<file path="src/hw/rtl/spa_pkg.sv">
package spa_pkg;

	// Field widths of the request and result items
	localparam int COEF_W     = 16;
	localparam int EXP_W      = 16;
	localparam int COEF_SUM_W = 21;

	// Most result terms given per run
	localparam int RES_LIMIT = 32;

	// Saturation bounds of a coefficient sum
	localparam int COEF_SUM_MAX = 1048575;
	localparam int COEF_SUM_MIN = -1048576;

	typedef struct packed {
		logic signed [COEF_W-1:0] coefficient;
		logic signed [EXP_W-1:0]  exponent;
		logic                     last_term;
	} term_t;

	typedef struct packed {
		logic signed [COEF_SUM_W-1:0] coefficient_sum;
		logic signed [EXP_W-1:0]      term_exponent;
		logic                         final_result;
		logic                         empty_sum;
		logic                         overflow;
	} result_t;

endpackage

</file>
<file path="src/hw/rtl/spa_ram.sv">
module spa_ram #(
	parameter int WIDTH = 32,
	parameter int DEPTH = 32
) (
	input  logic                     clk,
	input  logic                     wr_en,
	input  logic [$clog2(DEPTH)-1:0] wr_addr,
	input  logic [WIDTH-1:0]         wr_data,
	input  logic                     rd_en,
	input  logic [$clog2(DEPTH)-1:0] rd_addr,
	output logic [WIDTH-1:0]         rd_data
);

	logic [WIDTH-1:0] mem_q [DEPTH];

	// One write port, one registered read port
	always_ff @(posedge clk) begin
		if (wr_en) begin
			mem_q[wr_addr] <= wr_data;
		end
		if (rd_en) begin
			rd_data <= mem_q[rd_addr];
		end
	end

endmodule

</file>
<file path="src/hw/rtl/sparse_polynomial_adder_top.sv">
// Terms load one per cycle while busy is low; the flagged last term starts the merge.
// Merge: repeated scans of the term memory, each reading all N stored terms in order.
// A count pass takes G + 1 scans for G distinct exponents, then an emit pass up to G more.
// Results show for one cycle each, one per emit scan with a nonzero sum, and the receiver
// cannot stall.
// Reset (arst_n low) clears the term count, the overflow flag and the sequencer.
module sparse_polynomial_adder_top #(
	parameter int MAX_TERMS = 32
) (
	input  logic             clk,
	input  logic             arst_n,
	input  logic             start,
	output logic             busy,
	input  spa_pkg::term_t   term,
	output logic             result_valid,
	output spa_pkg::result_t result
);

	import spa_pkg::*;

	localparam int ADDR_W = (MAX_TERMS > 1) ? $clog2(MAX_TERMS) : 1;
	localparam int CNT_W  = $clog2(MAX_TERMS + 1);
	localparam int ENT_W  = COEF_W + EXP_W;
	localparam int SUM_W  = (17 + $clog2(MAX_TERMS) > 22) ? 17 + $clog2(MAX_TERMS) : 22;

	localparam logic signed [SUM_W-1:0] SAT_HI = SUM_W'(COEF_SUM_MAX);
	localparam logic signed [SUM_W-1:0] SAT_LO = SUM_W'(COEF_SUM_MIN);

	typedef enum logic [1:0] {
		ST_IDLE,
		ST_SCAN,
		ST_PASS_END
	} state_t;

	state_t                    state_q;
	logic [CNT_W-1:0]          cnt_q;
	logic                      ovf_q;
	logic                      phase_emit_q;
	logic                      first_q;
	logic signed [EXP_W-1:0]   prev_exp_q;
	logic                      found_q;
	logic signed [EXP_W-1:0]   min_exp_q;
	logic signed [SUM_W-1:0]   acc_q;
	logic [CNT_W-1:0]          rd_idx_q;
	logic                      rd_vld_s1;
	logic                      rd_last_s1;
	logic [CNT_W-1:0]          grp_cnt_q;
	logic [CNT_W-1:0]          emit_cnt_q;
	result_t                   result_q;
	logic                      result_valid_q;

	logic                      accept;
	logic                      wr_en;
	logic                      rd_en;
	logic [ENT_W-1:0]          rd_data;
	logic signed [COEF_W-1:0]  ent_coef;
	logic signed [EXP_W-1:0]   ent_exp;
	logic                      above_prev;
	logic                      take_new;
	logic                      add_on;
	logic signed [SUM_W-1:0]   coef_ext;
	logic signed [COEF_SUM_W-1:0] sat_sum;
	logic                      final_now;
	logic                      run_ovf;

	assign busy         = (state_q != ST_IDLE);
	assign accept       = start && !busy;
	assign wr_en        = accept && (int'(cnt_q) < MAX_TERMS);
	assign rd_en        = (state_q == ST_SCAN) && (rd_idx_q < cnt_q);
	assign result_valid = result_valid_q;
	assign result       = result_q;

	// Term store: {coefficient, exponent} per entry
	spa_ram #(
		.WIDTH (ENT_W),
		.DEPTH (MAX_TERMS)
	) u_term_ram (
		.clk     (clk),
		.wr_en   (wr_en),
		.wr_addr (cnt_q[ADDR_W-1:0]),
		.wr_data ({term.coefficient, term.exponent}),
		.rd_en   (rd_en),
		.rd_addr (rd_idx_q[ADDR_W-1:0]),
		.rd_data (rd_data)
	);

	// Shared scan unit: find the smallest exponent above the previous one and sum it
	always_comb begin
		ent_coef   = rd_data[ENT_W-1:EXP_W];
		ent_exp    = rd_data[EXP_W-1:0];
		coef_ext   = SUM_W'(ent_coef);
		above_prev = first_q || (ent_exp > prev_exp_q);
		take_new   = above_prev && (!found_q || (ent_exp < min_exp_q));
		add_on     = above_prev && found_q && (ent_exp == min_exp_q);
	end

	// Saturated sum, result numbering and run overflow
	always_comb begin
		int total_i;
		if (acc_q > SAT_HI) begin
			sat_sum = COEF_SUM_W'(COEF_SUM_MAX);
		end else if (acc_q < SAT_LO) begin
			sat_sum = COEF_SUM_W'(COEF_SUM_MIN);
		end else begin
			sat_sum = acc_q[COEF_SUM_W-1:0];
		end
		total_i   = (int'(grp_cnt_q) > RES_LIMIT) ? RES_LIMIT : int'(grp_cnt_q);
		final_now = (int'(emit_cnt_q) + 1 == total_i);
		run_ovf   = ovf_q || (int'(grp_cnt_q) > RES_LIMIT);
	end

	// Sequencer, scan registers and result register
	always_ff @(posedge clk or negedge arst_n) begin
		if (!arst_n) begin
			state_q        <= ST_IDLE;
			cnt_q          <= '0;
			ovf_q          <= 1'b0;
			phase_emit_q   <= 1'b0;
			first_q        <= 1'b1;
			prev_exp_q     <= '0;
			found_q        <= 1'b0;
			min_exp_q      <= '0;
			acc_q          <= '0;
			rd_idx_q       <= '0;
			rd_vld_s1      <= 1'b0;
			rd_last_s1     <= 1'b0;
			grp_cnt_q      <= '0;
			emit_cnt_q     <= '0;
			result_q       <= '0;
			result_valid_q <= 1'b0;
		end else begin
			result_valid_q <= 1'b0;
			unique case (state_q)
				ST_IDLE: begin
					if (accept) begin
						if (wr_en) begin
							cnt_q <= CNT_W'(cnt_q + 1'b1);
						end else begin
							ovf_q <= 1'b1;
						end
						if (term.last_term) begin
							state_q      <= ST_SCAN;
							phase_emit_q <= 1'b0;
							first_q      <= 1'b1;
							found_q      <= 1'b0;
							rd_idx_q     <= '0;
							grp_cnt_q    <= '0;
							emit_cnt_q   <= '0;
						end
					end
				end
				ST_SCAN: begin
					// issue reads in order, process the data in the next cycle
					if (rd_en) begin
						rd_idx_q   <= CNT_W'(rd_idx_q + 1'b1);
						rd_vld_s1  <= 1'b1;
						rd_last_s1 <= (CNT_W'(rd_idx_q + 1'b1) == cnt_q);
					end else begin
						rd_vld_s1  <= 1'b0;
						rd_last_s1 <= 1'b0;
					end
					if (rd_vld_s1) begin
						if (take_new) begin
							found_q   <= 1'b1;
							min_exp_q <= ent_exp;
							acc_q     <= coef_ext;
						end else if (add_on) begin
							acc_q <= acc_q + coef_ext;
						end
						if (rd_last_s1) begin
							state_q <= ST_PASS_END;
						end
					end
				end
				ST_PASS_END: begin
					// next scan starts above this exponent
					state_q    <= ST_SCAN;
					rd_idx_q   <= '0;
					found_q    <= 1'b0;
					first_q    <= 1'b0;
					prev_exp_q <= min_exp_q;
					if (!phase_emit_q) begin
						if (found_q) begin
							if (acc_q != '0) begin
								grp_cnt_q <= CNT_W'(grp_cnt_q + 1'b1);
							end
						end else if (grp_cnt_q == '0) begin
							// everything cancelled: one empty result
							result_q.coefficient_sum <= '0;
							result_q.term_exponent   <= '0;
							result_q.final_result    <= 1'b1;
							result_q.empty_sum       <= 1'b1;
							result_q.overflow        <= ovf_q;
							result_valid_q           <= 1'b1;
							state_q                  <= ST_IDLE;
							cnt_q                    <= '0;
							ovf_q                    <= 1'b0;
						end else begin
							phase_emit_q <= 1'b1;
							first_q      <= 1'b1;
						end
					end else begin
						if (found_q) begin
							if (acc_q != '0) begin
								result_q.coefficient_sum <= sat_sum;
								result_q.term_exponent   <= min_exp_q;
								result_q.final_result    <= final_now;
								result_q.empty_sum       <= 1'b0;
								result_q.overflow        <= run_ovf;
								result_valid_q           <= 1'b1;
								emit_cnt_q               <= CNT_W'(emit_cnt_q + 1'b1);
								if (final_now) begin
									state_q <= ST_IDLE;
									cnt_q   <= '0;
									ovf_q   <= 1'b0;
								end
							end
						end else begin
							state_q <= ST_IDLE;
							cnt_q   <= '0;
							ovf_q   <= 1'b0;
						end
					end
				end
				default: begin
					state_q <= ST_IDLE;
				end
			endcase
		end
	end

	// An empty result always closes the run
	a_empty_final: assert property (@(posedge clk) disable iff (!arst_n)
		result_valid && result.empty_sum |-> result.final_result)
		else $error("empty result without final flag");

	// A non-empty result never carries a zero sum
	a_nonzero_sum: assert property (@(posedge clk) disable iff (!arst_n)
		result_valid && !result.empty_sum |-> result.coefficient_sum != '0)
		else $error("zero sum emitted");

	// A non-final request produces no result
	a_no_early_result: assert property (@(posedge clk) disable iff (!arst_n)
		start && !busy && !term.last_term |=> !result_valid)
		else $error("result after non-final request");

	// The final result returns the block to idle
	a_final_idle: assert property (@(posedge clk) disable iff (!arst_n)
		result_valid && result.final_result |-> !busy && cnt_q == '0)
		else $error("block not idle after final result");

	// Scan reads stay within the stored terms
	a_scan_bound: assert property (@(posedge clk) disable iff (!arst_n)
		state_q == ST_SCAN |-> rd_idx_q <= cnt_q)
		else $error("scan index past term count");

endmodule
</file>
<file path="config.mk">
export PLATFORM = sky130hd
export DESIGN_NAME = sparse_polynomial_adder_top
export DESIGN_NICKNAME = d
export VERILOG_FILES = /design/src/hw/rtl/spa_pkg.sv /design/src/hw/rtl/spa_ram.sv /design/src/hw/rtl/sparse_polynomial_adder_top.sv
export SDC_FILE = /design/constraint.sdc
export NUM_CORES = 1
export LEC_CHECK = 0
export ABC_AREA = 1
export BUFFER_PORTS_ARGS = -buffer_cell sky130_fd_sc_hd__buf_4
export CORE_MARGIN = 3
export CORE_UTILIZATION = 39
export CTS_CLUSTER_DIAMETER = 40
export DETAILED_ROUTE_END_ITERATION = 7
export GPL_ROUTABILITY_DRIVEN = 0
export PLACE_DENSITY = 0.63
export SLEW_MARGIN = 5
export SYNTH_ARGS = -nofsm -noshare
export SYNTH_HDL_FRONTEND = slang
export SYNTH_SLANG_ARGS = --single-unit
</file>
<file path="constraint.sdc">
create_clock -name clk -period 4.64 [get_ports clk]
set_clock_uncertainty 0.1 [all_clocks]
set_input_delay 0.232 -clock clk [delete_from_list [all_inputs] [get_ports clk]]
set_output_delay 0.232 -clock clk [all_outputs]
set_load 0.01 [all_outputs]
</file>
# --- Yosys cells after proc, flatten, opt, wreduce, memory -nomap -nowiden ---
# Memories as Yosys holds them, arrays and structs flattened. A register that Yosys moved wholly into a read port is not among the register bits.
# Cells that the tools add are included.
op_classes:
  add_sub_neg: 6
  n_lt_le_gt_ge: 7
  n_eq_ne: 24
  muxes: 74
  reduce_logical: 30
ops:
  columns: ["op", "n"]
  rows:
  - ["40-bit 2-to-1 mux", 5]
  - ["6-bit 2-to-1 mux", 18]
  - ["22-bit 2-to-1 mux", 2]
  - ["21-bit 2-to-1 mux", 2]
  - ["6-bit one-hot mux with 2 select lines", 3]
  - ["1-bit 2-to-1 mux", 32]
  - ["6-bit by 1-bit adder with 6-bit output, second input constant", 4]
  - ["2-bit inequality test, second input constant", 12]
  - ["22-bit by 16-bit adder with 22-bit output", 1]
  - ["22-bit by 21-bit greater-than comparator with 1-bit output, second input constant", 1]
  - ["22-bit by 21-bit less-than comparator with 1-bit output, second input constant", 1]
  - ["22-bit nonzero test", 1]
  - ["6-bit one-hot mux with 3 select lines", 1]
  - ["16-bit == test", 1]
  - ["16-bit greater-than comparator", 1]
  - ["16-bit less-than comparator", 1]
  - ["7-bit AND reduction", 2]
  - ["2-bit 2-to-1 mux", 6]
  - ["3-bit inequality test, second input constant", 4]
  - ["6-bit AND reduction", 2]
  - ["5-bit AND reduction", 2]
  - ["3-bit AND reduction", 3]
  - ["4-bit AND reduction", 2]
  - ["2-bit nonzero test", 4]
  - ["18 further kinds", 30]
word_totals:
  register_bits: 127
  mem_bits_rw: 1024
  input_bits: 36
  output_inout_bits: 42
  wordCells: 162
  memories: 1
mem_list:
  columns: ["memory", "words", "width", "read_ports", "rd_ports_with_merged_regs", "wr", "line", "source"]
  rows:
  - ["u_term_ram.mem_q", 32, 32, 1, 1, 1, "spa_ram.sv:14", "logic [WIDTH-1:0] mem_q [DEPTH];"]

# --- Depth between registers and ports, before layout ---
depth:
  ltp_word: 8
  depth_mapped: 21
  ltp_nobuf: 19

# --- Modules after synthesis ---
# From an unflattened synthesis, not the netlist that was laid out.
hier_totals:
  hier_cells: 4657
  hier_area_um2: 51020.2
by_module_without_submodules:
  columns: ["mod", "n_inst", "cells_each", "area_per_inst_um2", "seq_area_each_um2"]
  rows:
  - ["spa_ram", 1, 3536, 42726.0, 31710.4]
  - ["sparse_polynomial_adder_top", 1, 1121, 8294.2, 3179.3]

# --- Worst setup path before layout ---
# OpenSTA, ideal clock, no wires.
synth_path:
  kind: "flip-flop to flip-flop"
  from: "reg state_q[1]"
  to: "mem u_term_ram.mem_q[31][0], enable pin"
  setup_time_ns: 0.461
  t_arrival_ns: 3.363
  t_required_ns: 4.079
  slack_ns: 0.716
  path_stages_with_launch: 8
  path_buffers: 0
  period_less_slack_ns: 3.924
  path_cell_list: "dfrtp_1 > nor2_1 > inv_1 > nor2_1 > inv_1 > nor2_2 > inv_1 > nor3_1"
synth_via:
  elab_chain_len: 6
synth_rtl:
  columns: ["element", "line", "source"]
  rows:
  - ["start, declared", "sparse_polynomial_adder_top.sv:35", "state_t state_q;"]
  - ["start signal, assigned", "sparse_polynomial_adder_top.sv:115", "state_q <= ST_IDLE;"]
  - ["start signal, assigned", "sparse_polynomial_adder_top.sv:142", "state_q <= ST_SCAN;"]
  - ["start signal, assigned", "sparse_polynomial_adder_top.sv:171", "state_q <= ST_PASS_END;"]
  - ["2-bit nonzero test", "sparse_polynomial_adder_top.sv:66", "assign busy = (state_q != ST_IDLE);"]
  - ["named net busy", "sparse_polynomial_adder_top.sv:13", "output logic busy,"]
  - ["1-bit logical NOT", "sparse_polynomial_adder_top.sv:67", "assign accept = start && !busy;"]
  - ["1-bit logical AND", "sparse_polynomial_adder_top.sv:67", null]
  - ["1-bit logical AND", "sparse_polynomial_adder_top.sv:68", "assign wr_en = accept && (int'(cnt_q) < MAX_TERMS);"]
  - ["1-bit 2-to-1 mux", "spa_ram.sv:18", "if (wr_en) begin"]
  - ["1-bit 2-to-1 mux (not written as such)", "spa_ram.sv:19", "mem_q[wr_addr] <= wr_data;"]
  - ["end, declared", "spa_ram.sv:14", null]
# The timed path passes the listed nets, and every way through them passes these cells.

# --- Worst setup path after layout ---
layout_path:
  from: "reg state_q[1]"
  to: "mem u_term_ram.mem_q[17][29], enable pin"
layout_via:
  elab_chain_len: 6
layout_rtl:
  columns: ["element", "line"]
  rows:
  - ["2-bit nonzero test", "sparse_polynomial_adder_top.sv:66"]
  - ["1-bit logical NOT", "sparse_polynomial_adder_top.sv:67"]
  - ["1-bit logical AND", "sparse_polynomial_adder_top.sv:67"]
  - ["1-bit logical AND", "sparse_polynomial_adder_top.sv:68"]
  - ["1-bit 2-to-1 mux", "spa_ram.sv:18"]
  - ["1-bit 2-to-1 mux (not written as such)", "spa_ram.sv:19"]
# No other way between the ends.

==> flow_metrics.env <==
export IMPL_cts_clk_slew_worst_paths_ps=60
export IMPL_cts_sinks=1183
export IMPL_final_area_um2=57300
export IMPL_netlist_instances=3968
export IMPL_power_frac_seq_pct=38.5
export IMPL_drtAntennaViolNets=0
export IMPL_yosysTopAreaCell="edfxtp_1"
export IMPL_cts_tree="yes"
export IMPL_coreArea_um2=124000
export IMPL_synth_edf_count=1056
export IMPL_clkPwrFrac_pct=33.2
export IMPL_slew_headroom_pct=36.9
export IMPL_swShare_pct=34.7
export IMPL_drcViolationCount=0
export IMPL_rsz0062_at_grt="no"
export IMPL_htreeDepth=4
export IMPL_grt_pass1_wl_um=205000
export IMPL_syn2layout_area_growth_pct=16.5
export IMPL_status="finished, final reports clean"
export IMPL_die_y_um=361
export IMPL_max_slew_worst_pin_slew_ps=947
export IMPL_fmax_mhz=286
export IMPL_fin_total_pwr_w=0.0344
export IMPL_viasPerCell=5.66
export IMPL_yosys_warnings=0
export IMPL_vias=33000
export IMPL_fillCellCount=10900
export IMPL_num_rows=129
export IMPL_grt_max_degree=157
export IMPL_hold_ws_ps=78.9
export IMPL_setup_slack_ps=1150
export IMPL_seq_area_frac_synth_pct=71.0
export IMPL_numCtsBuffers=146
export IMPL_timing_final_crit_share_pct=75.2
export IMPL_criticalPathCategory="reg -> reg"
export IMPL_synth_most_common_cell="edfxtp_1"
export IMPL_report_final_slew_viol_count=0
export IMPL_pwr_share_comb_pct=28.2
export IMPL_finalSetupViolations=0
export IMPL_power_internal_w=0.0225
export IMPL_nets=4172
export IMPL_final_hold_violation_count=0
export IMPL_clkLatencyLatePin_ps=750
export IMPL_ys_top_cells_by_count="1056 x edfxtp_1, 661 x nor2_1, 569 x o21ai_0"
export IMPL_dr_pass1_iters=6
export IMPL_drt_initial_drc_count=3827
export IMPL_routed_wirelength_um=137000
export IMPL_tns_ps=0
export IMPL_wire_per_inst_um=23.5
export IMPL_crit_path_start_kind="register"
export IMPL_cp_required_ps=4980
export IMPL_synth_top_cell_area_share_pct=64.5
export IMPL_arrival_ps=3830
export IMPL_root_buffer="clkbuf_16"
export IMPL_hpwl_um=78500
export IMPL_synth_cell_area_um2=49100
export IMPL_synth_distinct_cells=49
export IMPL_gr_total_overflow=0
export IMPL_leakagePower_nw=20.0
export IMPL_cts_resized=0
export IMPL_cts_setup_buffers=0
export IMPL_antenna_cells=0
export IMPL_synth_area_per_cell_um2=12.4
export IMPL_dpl_cell_area_um2=52000
export IMPL_clk_path_buf_depth=3
export IMPL_ys_flop_type="edfxtp_1"
export IMPL_grt_usage_pct=20.7
export IMPL_crit_path_end_kind="register"
export IMPL_antenna_found_initial=7
export IMPL_die_w_um=361
export IMPL_grt_pass1_vias=31800
export IMPL_io_pins=78
export IMPL_synth_nets=4072
export IMPL_switchingPower_w=0.0119
export IMPL_dieArea_um2=130000
export IMPL_drive_gt1_share_pct=12.1
export IMPL_peakVddDrop_uv=449
export IMPL_worst_hold_path_type="in -> async"
export IMPL_powerDensity_nw_per_um2=601
export IMPL_synth_seq_cells=1183
export IMPL_initial_core_util_pct=39.5
export IMPL_async_flop_share_pct=10.7
export IMPL_worstPathMaxFanout=17
export IMPL_drv_cap=0
export IMPL_min_period_ps=3490
export IMPL_pre_cts_slack_ps=1230
export IMPL_portBuffers=77
export IMPL_synth_area_leaders="edfxtp_1 65%, dfrtp_1 6.4%, o21ai_0 5.8%, nor2_1 5.0%, o221ai_1 3.7%"
stage by stage:
| stage | util (%) | instances |
|---|---|---|
| 2_1_floorplan | - | 3968 |
| 3_3_place_gp | 41.8 | 5522 |
| 3_5_place_dp | 41.8 | 5522 |
| 4_1_cts | 46.0 | 5822 |
| 5_1_grt | 46.0 | 5822 |
| 6_report | 46.0 | 5822 |
per-layer routing:
layer  up-vias  wire, um  track usage [%]
met5         -        30                0
met4         4      3790             6.96
met3       240     13200             5.16
met2      1512     62000             31.6
met1     16300     58000             28.9
li1      14900         -                -
worst paths after layout:
| path | start | to | slack, ps | cells after the start |
|---|---|---|---|---|
| max in group asynchronous | arst_n | acc_q[9] | 3380 | 3 |
| min in group clk | term[18] | u_term_ram.mem_q[14][17] | 360 | 2 |
| hold / removal | arst_n | result[10] | 80 | 2 |
| setup / recovery | state_q[1] | u_term_ram.mem_q[17][29] | 1150 | 8 |
| hold reg to reg | result[29] | result[29] | 380 | 2 |
| setup reg to reg | state_q[1] | u_term_ram.mem_q[17][29] | 1150 | 8 |
logic make-up (layout without fill, tap and decap cells):
group | Yosys count | after routing | synth area share, %
adder cells (fa/ha/maj) | 68 | 68 | 1.75
AND/OR/NAND/NOR | 1237 | 1237 | 10.4
buffers and inverters | 420 | 637 | 3.61
AO/OA/AOI/OAI | 1028 | 1028 | 12.7
flip-flops | 1183 | 1183 | 71.0
multiplexers | 1 | 1 | 0.0229
XOR/XNOR | 31 | 31 | 0.580
flip-flops by register name (all words and copies together) (netlist names), 2 cells and up:
name / count
state_q: 2
result: 40
rd_idx_q: 6
u_term_ram.rd_data: 32
acc_q: 22
cnt_q: 6
prev_exp_q: 16
u_term_ram.mem_q: 1024
emit_cnt_q: 6
min_exp_q: 16
grp_cnt_q: 6
worst max-delay path, stage by stage, from the launching register on:
cell	delay [ps]
dfrtp_1	460
nor2_1	240
inv_1	100
nor2_1	130
inv_1	90
nor2_2	300
nand2_1	550
nor2_4	850
buf_4	340
power groups by stage:
stage          Sequential (W)  Clock [W]  Combinational (W)
2_1_floorplan          0.0131          0            0.00666
3_3_place_gp           0.0135          0            0.00949
3_5_place_dp           0.0135          0            0.00959
4_1_cts                0.0133     0.0116            0.00969
5_1_grt                0.0133     0.0121             0.0108
6_report               0.0133     0.0114            0.00972
cell type report:
class | count | area [um2] | area share (%)
clock inverters | 98 | 1100 | 1.92
clock buffers | 167 | 3820 | 6.66
inverters | 162 | 626 | 1.09
flip-flops and latches | 1183 | 34900 | 60.9
repair buffers | 210 | 2040 | 3.57
multi-input cells | 2365 | 12700 | 22.2
well taps | 1637 | 2050 | 3.58
cell usage in the layout (no fill, tap or decap), types with 5 or more instances in the layout:
cell type	instances
dfrtp_1	121
bufinv_16	16
clkbuf_1	16
nand4_1	19
xor2_1	22
nor2_4	33
clkbuf_16	149
clkinv_4	12
xnor2_1	8
buf_12	30
o21ai_1	40
o22ai_1	52
inv_6	19
o221ai_1	207
nor3_1	7
clkinv_2	17
dlygate4sd3_1	35
a21oi_1	61
edfxtp_1	1056
o21a_1	5
o31ai_1	19
nor2_1	629
clkinvlp_4	11
buf_4	144
ha_1	67
a32oi_1	31
nand3_1	157
inv_1	148
o21ai_0	569
nand2_2	28
inv_2	8
a31oi_1	33
nand2_1	342
clkinv_1	18
nor2_2	6
repair_timing:
item,4_1_cts,5_1_grt
endpoints found under the setup margin,0,0
endpoints found under the hold margin,1135,0
hold buffers,35,0
No activity file was read; power rests on OpenSTA's default activity.
